File: src/hdl/cau_pkg.sv
// ----------------------------------------------------------------------------
// cau_pkg
// Shared types, constants and helper functions of the complex arithmetic unit.
// ----------------------------------------------------------------------------
`default_nettype none

package cau_pkg;

    localparam int FRAC_BITS = 16;
    localparam int DIV_W     = 64 + FRAC_BITS;          // width of num << FRAC_BITS
    localparam int RND_BIT   = (FRAC_BITS == 0) ? 0 : FRAC_BITS - 1;
    localparam int QUO_BITS  = 32;                      // quotient bits worked out one per stage

    typedef enum logic [1:0] {
        OP_ADD = 2'd0,
        OP_SUB = 2'd1,
        OP_MUL = 2'd2,
        OP_DIV = 2'd3
    } t_op;

    localparam logic [1:0] ST_OK   = 2'd0;
    localparam logic [1:0] ST_DIV0 = 2'd1;
    localparam logic [1:0] ST_SAT  = 2'd2;

    // control and finished result of non-divide words, carried down the pipe
    typedef struct packed {
        logic        valid;
        t_op         op;
        logic        div0;
        logic        sat;
        logic [31:0] re;
        logic [31:0] im;
    } t_ctl;

    // one part of a quotient in flight
    typedef struct packed {
        logic        neg;
        logic        big;     // quotient is at least 2^32: saturates
        logic [31:0] dlo;     // dividend bits still to shift in, msb first
        logic [63:0] rem;
        logic [31:0] quo;
    } t_dlane;

    // {saturated, 32-bit two's complement value}
    function automatic logic [32:0] sat_pack(input logic neg, input logic [64:0] mag);
        logic [64:0] lim;
        logic [64:0] m;
        logic        s;
        lim = neg ? 65'h0_8000_0000 : 65'h0_7FFF_FFFF;
        s   = mag > lim;
        m   = s ? lim : mag;
        return {s, neg ? (32'd0 - m[31:0]) : m[31:0]};
    endfunction

endpackage

`default_nettype wire

File: src/hdl/cau_div_step.sv
// ----------------------------------------------------------------------------
// cau_div_step
// One registered restoring-division step for both quotient parts.
// ----------------------------------------------------------------------------
`default_nettype none

module cau_div_step
    import cau_pkg::*;
(
    input  wire logic        i_clk,
    input  wire logic        i_rst_n,
    input  wire logic        i_en,
    input  wire t_ctl        i_ctl,
    input  wire logic [63:0] i_den,
    input  wire t_dlane      i_re,
    input  wire t_dlane      i_im,
    output t_ctl             o_ctl,
    output logic [63:0]      o_den,
    output t_dlane           o_re,
    output t_dlane           o_im
);

    t_ctl        r_ctl;
    logic [63:0] r_den;
    t_dlane      r_re, r_im;

    function automatic t_dlane step(input t_dlane l, input logic [63:0] den);
        t_dlane      o;
        logic [64:0] t;
        logic        ge;
        t     = {l.rem, l.dlo[31]};
        ge    = t >= {1'b0, den};
        o     = l;
        o.rem = ge ? 64'(t - {1'b0, den}) : t[63:0];
        o.quo = {l.quo[30:0], ge};
        o.dlo = {l.dlo[30:0], 1'b0};
        return o;
    endfunction

    always_ff @(posedge i_clk) begin
        if (!i_rst_n) begin
            r_ctl.valid <= 1'b0;
        end else if (i_en) begin
            r_ctl.valid <= i_ctl.valid;
        end
        if (i_en) begin
            r_ctl.op   <= i_ctl.op;
            r_ctl.div0 <= i_ctl.div0;
            r_ctl.sat  <= i_ctl.sat;
            r_ctl.re   <= i_ctl.re;
            r_ctl.im   <= i_ctl.im;
            r_den      <= i_den;
            r_re       <= step(i_re, i_den);
            r_im       <= step(i_im, i_den);
        end
    end

    assign o_ctl = r_ctl;
    assign o_den = r_den;
    assign o_re  = r_re;
    assign o_im  = r_im;

endmodule

`default_nettype wire

File: config.mk
export PLATFORM = sky130hd
export DESIGN_NAME = cau_div_step
export DESIGN_NICKNAME = d
export VERILOG_FILES = /design/src/hdl/cau_pkg.sv /design/src/hdl/cau_div_step.sv
export SDC_FILE = /design/constraint.sdc
export NUM_CORES = 1
export LEC_CHECK = 0
export BUFFER_PORTS_ARGS = -buffer_cell sky130_fd_sc_hd__buf_2
export CAP_MARGIN = 25
export CORE_AREA = 3 3 304 306
export CTS_CLUSTER_SIZE = 30
export DETAILED_ROUTE_END_ITERATION = 10
export DIE_AREA = 0 0 307 309
export HOLD_SLACK_MARGIN = 0.05
export PLACE_DENSITY_LB_ADDON = 0.2
export REMOVE_ABC_BUFFERS = 1
export SLEW_MARGIN = 20
export SYNTH_ARGS = -nofsm -noshare
export SYNTH_HDL_FRONTEND = slang
export SYNTH_SLANG_ARGS = --single-unit
File: constraint.sdc
create_clock -name i_clk -period 4.9 [get_ports i_clk]
set_clock_uncertainty 0.1 [all_clocks]
set_input_delay 0.735 -clock i_clk [delete_from_list [all_inputs] [get_ports i_clk]]
set_output_delay 0.735 -clock i_clk [all_outputs]
set_load 0.02 [all_outputs]
======== Word level (Yosys, flattened, before mapping) ========
Index checks and enable logic that the tools add are counted.
storage, ports and cells
  register bits after elaboration ......... 391
  bits in latches ......................... 0
  memory bits (writable) .................. 0
  memory bits (read-only) ................. 0
  input bits .............................. 396
  output and inout port bits .............. 393
  word-level logic and storage cells ...... 23
  memories ................................ 0
operators by class
  add/subtract/negate cells ............... 2
  multiply operators ...................... 0
  div/mod/pow operators ................... 0
  order comparisons ....................... 2
  equality and inequality tests ........... 0
  shift operators ......................... 0
  muxes and demuxes ....................... 2
  bitwise operators ....................... 0
  reduce and logical (&&, ||, !) cells .... 0
operators with widths
  operator        count
  $ge 65x64->1    2
  $mux 64         2
  $sub 64x64->64  2

======== Logic depth before layout (Yosys ltp) ========
Gate-level depths: netlist of the first run.
  depth in word-level cells ............... 2
  mapped depth ............................ 16
  depth with buffers taken out ............ 13

======== Worst setup path before layout of the first run ========
No wires, ideal clock.
  path kind ............................... input to register
  start ................................... input i_den[23]
  end ..................................... register r_re (netlist bit o_re[57]), data pin
  library setup time ...................... 262 ps
  arrival time ............................ 3500 ps
  data required time ...................... 4538 ps
  path slack .............................. 1038 ps
  cell stages on the path ................. 15
  path buffers ............................ 3
  cells stage by stage .................... inv_1 > ha_1 > buf_2 > nand4_1 > or3_1 > or3_1 > a31oi_1 > o21bai_1 > a211o_1 > a311oi_2 > nor2_1 > buf_6 > clkinv_4 > buf_6 > mux2_1
on the way
  longest elaborated chain between the ends .. 2
  elaborated cells on any way between the ends .. 3
  classes of those cells .................. add/sub (1); order compare (1); mux (1)
ends and longest elaborated chain
  item                                            RTL line                                source
  start: declaration                              cau_div_step.sv:14                      input wire logic [63:0] i_den,
  $sub 64x64->64 or $ge 65x64->1 (tied branches)  cau_div_step.sv:34, cau_div_step.sv:32
  $mux 64 *                                       cau_div_step.sv:34                      o.rem = ge ? 64'(t - {1'b0, den}) : t[63:0];
  end signal: assignment                          cau_div_step.sv:53                      r_re <= step(i_re, i_den);
  end: declaration                                cau_div_step.sv:25                      t_dlane r_re, r_im;
Every way passes the cells marked *; elsewhere a longest branch is shown, timed or not.
A chain may end at the register's enable or synchronous reset.

======== Worst setup path after layout of the first run ========
  start ................................... input i_den[18]
  end ..................................... register r_im (netlist bit o_im[84]), data pin
on the way
  longest elaborated chain between the ends .. 2
  elaborated cells on any way between the ends .. 3
  classes of those cells .................. add/sub (1); order compare (1); mux (1)
ends and longest elaborated chain
  item                                            RTL line                                source
  $sub 64x64->64 or $ge 65x64->1 (tied branches)  cau_div_step.sv:34, cau_div_step.sv:32
  $mux 64 *                                       cau_div_step.sv:34
  end signal: assignment                          cau_div_step.sv:54                      r_im <= step(i_im, i_den);
  end: declaration                                cau_div_step.sv:25
Marked as above.

==> results of run 1 <==
==> registers in the layout, summed over array words and instances, names as in the netlist <==
signal and cells:
o_den 64, o_re 129, o_im 129, o_ctl 69
==> worst register-to-register path: cells and delay by family, from the launching register on <==
kind	cells	cell delay, ps
flip-flops	1	310
AND/OR/NAND/NOR	1	60
multiplexers	1	120
==> cells in the mapped netlist (all sizes together), types with 6 or more instances <==
| library cell | instances | share of area [%] |
|---|---|---|
| a211oi | 16 | 0.59 |
| a21boi | 10 | 0.35 |
| a21o | 74 | 2.6 |
| a21oi | 144 | 3.4 |
| a31oi | 16 | 0.47 |
| and2 | 6 | 0.18 |
| and3 | 11 | 0.32 |
| and4 | 8 | 0.33 |
| buf | 29 | 0.89 |
| clkbuf | 47 | 0.84 |
| edfxtp | 390 | 55 |
| ha | 128 | 7.6 |
| inv | 112 | 2.0 |
| mux2 | 65 | 3.5 |
| mux2i | 7 | 0.33 |
| nand2 | 159 | 2.8 |
| nand2b | 12 | 0.35 |
| nand3 | 27 | 0.64 |
| nand4 | 46 | 1.4 |
| nor2 | 80 | 1.4 |
| nor2b | 12 | 0.35 |
| nor3 | 30 | 0.71 |
| nor4 | 7 | 0.21 |
| o211ai | 8 | 0.28 |
| o21a | 17 | 0.60 |
| o21ai | 121 | 2.9 |
| o21bai | 30 | 1.1 |
| o31ai | 10 | 0.42 |
| o41ai | 6 | 0.28 |
| or3 | 8 | 0.24 |
| xnor2 | 71 | 2.9 |
| xor2 | 42 | 1.7 |
==> routing by layer <==
layer | up-vias | wire [microns] | GRT usage [%]
li1 | 8578 | - | -
met1 | 8705 | 35700 | 21.4
met2 | 752 | 47700 | 33.6
met3 | 197 | 7790 | 5.87
met4 | 46 | 4550 | 8.42
met5 | - | 326 | 0
==> power breakdown <==
part / internal (mW) / switching (mW) / leakage, nW
Sequential: 4.12 / 0.116 / 3.82
Combinational: 1.00 / 1.74 / 7.84
Clock: 2.20 / 1.55 / 0.778
Total: 7.32 / 3.40 / 12.4
==> kinds of logic after synthesis <==
kind of cell,count (synthesis)
xor gates and xnor gates,113
other,1
adders and majority gates,130
DFF,391
AOI/OAI and AO/OA,507
and+or+nand+nor,415
muxes,72
buffers and inverters,189
==> worst paths after layout <==
check / start / to / slack, ps / cells past startpoint
min: i_ctl[55] / o_ctl[55]$_DFFE_PP_ / 220 / 1
max reg2reg: o_ctl[68]$_SDFFE_PN0P_ / o_ctl[68]$_SDFFE_PN0P_ / 4210 / 2
max: i_den[18] / o_im[84]$_DFFE_PP_ / 580 / 14
min reg2reg: o_ctl[68]$_SDFFE_PN0P_ / o_ctl[68]$_SDFFE_PN0P_ / 430 / 2
==> layout make-up <==
| class | count | area (sq um) |
|---|---|---|
| Inverter | 113 | 429 |
| Clock buffer | 56 | 1270 |
| Fill cell | 9331 | 61100 |
| Antenna cell | 9 | 22.5 |
| Tap cell | 1176 | 1470 |
| Clock inverter | 36 | 385 |
| Multi-Input combinational cell | 1239 | 8700 |
| Timing Repair Buffer | 887 | 4770 |
| Sequential cell | 391 | 11700 |
==> through the flow <==
| stage | power [mW] | setup WS (ps) |
|---|---|---|
| final | 10.7 | 579 |
| after global routing | 11.2 | 400 |
| after CTS | 10.9 | 591 |
| after detailed placement | 7.07 | -43.8 |
| after global placement | 7.07 | -68.4 |
| after floorplan | 5.82 | -1920 |
==> qor.csv, run 1 <==
stage;metric;value;unit
finish;instances_no_fill;3907;
global_routing;grt_pass1_wl;132;mm
worst_setup_path;endpoint_kind;flop;
global_routing;overflow;0;
clock_tree;post-cts-setup-buffer-count;0;
timing;setup_violations;0;
route;drt-pass1-iter-count;5;
global_routing;antenna_found_initial;42;
place;gp_congestion;0.885;
yosys;yosysUniqueCellTypes;79;
yosys;muxShareOfSynthArea;3.78;%
clock_tree;cts_tree;built;
min_path;hp-class;in2reg;
yosys;async_flop_share;0;%
yosys;ys_warn_count;0;
place;port_buffers;784;
clock_tree;clk-insertion-delay-late;590;ps
floorplan;top_level_ports;789;
yosys;synth_edf_count;390;
yosys;synth_adder_area_share;7.74;%
finish;postLayoutCoreUtil;32.0;%
timing;min_period;4320;ps
clock_tree;cts_resized;0;
timing;finalSetupTns;0;ps
timing;finalHoldViolations;0;
yosys;synthSimpleGateAreaFrac;9.29;%
route;ant_nets;0;
run;drv_cap;0;
worst_setup_path;critPathTopFamily;compound AO/OA/AOI/OAI gates;
worst_setup_path;crit_top_cell;a21oi_1;
finish;area_growth;35.8;%
worst_setup_path;crit_buf_inv;3;
worst_setup_path;critPathMaxStageDelay;600;ps
clock_tree;cts_buffer_depth;3;
route;viasPerCell;4.68;
route;wl_per_cell;24.6;microns
yosys;synth_area_per_cell;11.7;sq um
place;postPlaceCellArea;27100;sq um
floorplan;row_count;110;
yosys;synth-seq-cells;391;
global_routing;grt_pass1_vias;18500;
timing;fmax;0.231;GHz
clock_tree;cts_hold_buf;0;
yosys;syn-cell-area;21200;sq um
timing;timing.slew.headroom;48.8;%
clock_tree;clockRootBuffer;clkbuf_16;
finish;drive_above_1_share;38.4;%
floorplan;die_w;307;microns
worst_setup_path;cp_max_fo;44;
power;p_leak;12.4;nW
clock_tree;cts_buffers;49;
worst_setup_path;worstPathRequired;5130;ps
finish;final_cell_area;28800;sq um
worst_setup_path;crit_chain;buf_2 -> inv_1 -> ha_1 -> a21oi_1 -> nor2b_1 -> o21ai_0 -> a31oi_1 -> o311ai_2 -> a21oi_1 -> nor2_1 -> o21ai_1 -> a41oi_4 -> buf_12 -> mux2_2;
power;powerDensity;372;nW/um^2
finish;final_cell_mix;buf_2, edfxtp_1, nand2_1;
yosys;synthCells;1818;
timing;min_period_over_period;88.2;%
worst_setup_path;critPathArrivalTime;4550;ps
route;initialDrtViolationCount;1330;
yosys;yosysSeqAreaShare;55.3;%
floorplan;initial_core_util;23.6;%
yosys;synth_xor_area_share;4.67;%
clock_tree;clk_pin_slew;60;ps
yosys;synth_top_family_by_area;compound AO/OA/AOI/OAI gates;
clock_tree;h-tree-depth;2;
place;dp_cells;3806;
timing;report.final.slew_viol_count;0;
floorplan;coreArea;89900;sq um
global_routing;track_usage;19.1;%
route;drc;0;
place;dpl.hpwl;80.1;mm
floorplan;dieArea;94900;sq um
yosys;synth_flop_cell;edfxtp_1;
route;drt-total-wl;96.0;mm
global_routing;grt_max_degree;91;
power;peakVddDrop;0.000196;V
finish;fin_nets;3207;
worst_setup_path;crit_path_top_delay_cell;o311ai_2;
timing;rsz0062_at_grt;false;
yosys;synth_compound_area_share;15.4;%
timing;worst_pin_slew;758;ps
route;num_vias;18300;
finish;final_common_cell;buf_2;
clock_tree;cts_sinks;391;
floorplan;die_h;309;microns
run_status;status;finished, final reports clean;
timing;hold_slack;217;ps
worst_setup_path;critPathKind;in2reg;
worst_setup_path;start_kind;input pin;
No activity file was read; power rests on OpenSTA's default activity.
==> inputs of run 2 (changes only) <==
--- a/config.mk
+++ b/config.mk
@@ -10,2 +10,3 @@
 export CORE_AREA = 3 3 304 306
+export CTS_BUF_LIST = sky130_fd_sc_hd__clkbuf_8
 export CTS_CLUSTER_SIZE = 30
--- a/constraint.sdc
+++ b/constraint.sdc
@@ -4,2 +4,2 @@
 set_output_delay 0.735 -clock i_clk [all_outputs]
-set_load 0.02 [all_outputs]
+set_load 0.1 [all_outputs]
==> run 2 against run 1 <==
  * Core utilization up 2.4 points
  * Global-route usage up 0.57 points
  * Highest routed layer unchanged
  * First-iteration DRC count up 0.45%
  * Total power increased by 17%
  * Critical endpoint is now o_im[95]$_DFFE_PP_
==> qor.csv, run 2 (same netlist as run 1, synthesis figures left out) <==
stage;metric;value;unit
run_status;status;finished, final reports clean;
worst_setup_path;worstPathRequired;5210;ps
place;gp_congestion;0.885;
clock_tree;h-tree-depth;3;
worst_setup_path;critPathKind;in2reg;
global_routing;track_usage;19.7;%
finish;postLayoutCoreUtil;34.4;%
power;p_leak;13.4;nW
route;initialDrtViolationCount;1336;
finish;final_cell_area;30900;sq um
floorplan;die_w;307;microns
run;drv_cap;0;
place;port_buffers;784;
floorplan;top_level_ports;789;
clock_tree;clockRootBuffer;clkbuf_8;
worst_setup_path;reg2regPathDepth;2;
floorplan;row_count;110;
clock_tree;cts_tree;built;
global_routing;grt_max_degree;91;
route;drt-pass1-iter-count;5;
route;ant_nets;0;
power;powerDensity;404;nW/um^2
route;drc;0;
timing;finalHoldViolations;0;
place;place_ws;-43.8;ps
clock_tree;cts_buffers;78;
clock_tree;clk-insertion-delay-late;660;ps
global_routing;grt_pass1_vias;19600;
power;pwr-share-clk;26.1;%
timing;worst_pin_slew;775;ps
place;postPlaceCellArea;27100;sq um
power;intPower;6.96;mW
global_routing;antenna_found_initial;32;
worst_setup_path;endpoint_kind;flop;
power;combPwrFrac;39.9;%
timing;report.final.slew_viol_count;0;
power;peakVddDrop;0.000260;V
timing;min_period;4780;ps
floorplan;coreArea;89900;sq um
global_routing;overflow;0;
timing;timing.slew.headroom;48.3;%
finish;drive_above_1_share;35.8;%
timing;fin_ws;123;ps
finish;final_cell_mix;buf_2, edfxtp_1, dlygate4sd3_1;
min_path;whs_path_depth;1;
route;wl_per_cell;23.5;microns
timing;rsz0062_at_grt;false;
clock_tree;clk_pin_slew;60;ps
place;dpl.hpwl;80.1;mm
route;viasPerCell;4.63;
finish;fin_nets;3465;
power;swShare;44.3;%
worst_setup_path;critPathArrivalTime;5090;ps
timing;setup_violations;0;
power;seqPwrFrac;34.0;%
route;num_vias;19400;
finish;area_growth;45.9;%
route;drt-total-wl;98.2;mm
timing;fmax;0.209;GHz
floorplan;initial_core_util;23.6;%
global_routing;grt_pass1_wl;136;mm
min_path;hp-class;in2reg;
finish;final_common_cell;buf_2;
power;p_switching;5.54;mW
clock_tree;cts_buffer_depth;3;
worst_setup_path;cp_max_fo;7;
worst_setup_path;start_kind;input pin;
floorplan;die_h;309;microns
timing;min_period_over_period;97.5;%
floorplan;dieArea;94900;sq um
clock_tree;cts_sinks;391;
## run 2: cell types whose count changed in the layout (fill, tap and decap cells not counted), moves of 3 or more
cell,delta
bufinv_16,-3
clkbuf_1,-5
clkbuf_16,-49
clkbuf_8,+79
clkinv_1,+7
clkinv_2,+8
clkinvlp_4,-6
dlygate4sd3_1,+229
inv_1,+19
## run 2: area by class of cell
type	instances	area, sq um
Fill cell	9177	59000
Multi-Input combinational cell	1239	8710
Clock buffer	81	1110
Inverter	113	429
Tap cell	1176	1470
Clock inverter	59	375
Sequential cell	391	11700
Antenna cell	9	22.5
Timing Repair Buffer	1116	7060
## run 2: critical path, cell delays in order
cell and delay (ps):
dlygate4sd3_1 520, buf_2 100, inv_1 70, ha_1 430, nand4_1 340, nor4_1 650
and3_1 260, o2111ai_1 350, a211oi_1 360, buf_4 190, o21ai_1 120, a21oi_1 370
o21a_1 160, o211ai_1 130, mux2_2 280
## run 2: layer usage
metal  track usage [%]  part of all wire [%]
met1              22.2                    38
met2              34.4                    50
met3              5.70                   7.7
met4              9.26                   4.3
met5                 0                  0.28
## run 2: repair_timing
item	CTS	global route
hold endpoints to repair	229	0
setup endpoints to repair	0	22
resized for setup	0	1
setup buffers	0	0
hold buffers	229	0
## run 2: power groups by stage
stage | Combinational (mW) | Sequential, mW | Clock (mW)
global placement | 4.84 | 4.31 | 0
floorplan | 1.08 | 6.83 | 0
CTS | 5.01 | 4.25 | 3.43
finish | 4.98 | 4.25 | 3.27
global route | 5.20 | 4.27 | 3.56
detailed placement | 4.84 | 4.31 | 0
## run 2: worst paths after layout
check | from | endpoint | slack (ps)
setup reg to reg | o_ctl[68]$_SDFFE_PN0P_ | o_ctl[68]$_SDFFE_PN0P_ | 4210
setup / recovery | i_den[24] | o_im[95]$_DFFE_PP_ | 120
hold reg to reg | o_ctl[68]$_SDFFE_PN0P_ | o_ctl[68]$_SDFFE_PN0P_ | 420
hold / removal | i_den[19] | o_den[19]$_DFFE_PP_ | 170
## run 2: per-stage QoR
| step | power [mW] | TNS [ps] | cells | hold slack (ps) |
|---|---|---|---|---|
| floorplan | 7.91 | -209690 | 1743 | 734 |
| global placement | 9.15 | -68.4 | 3806 | 393 |
| detailed placement | 9.15 | -1280 | 3806 | 413 |
| CTS | 12.7 | 0 | 4175 | 50.4 |
| global route | 13.0 | 0 | 4178 | 88.7 |
| finish | 12.5 | 0 | 4184 | 168 |
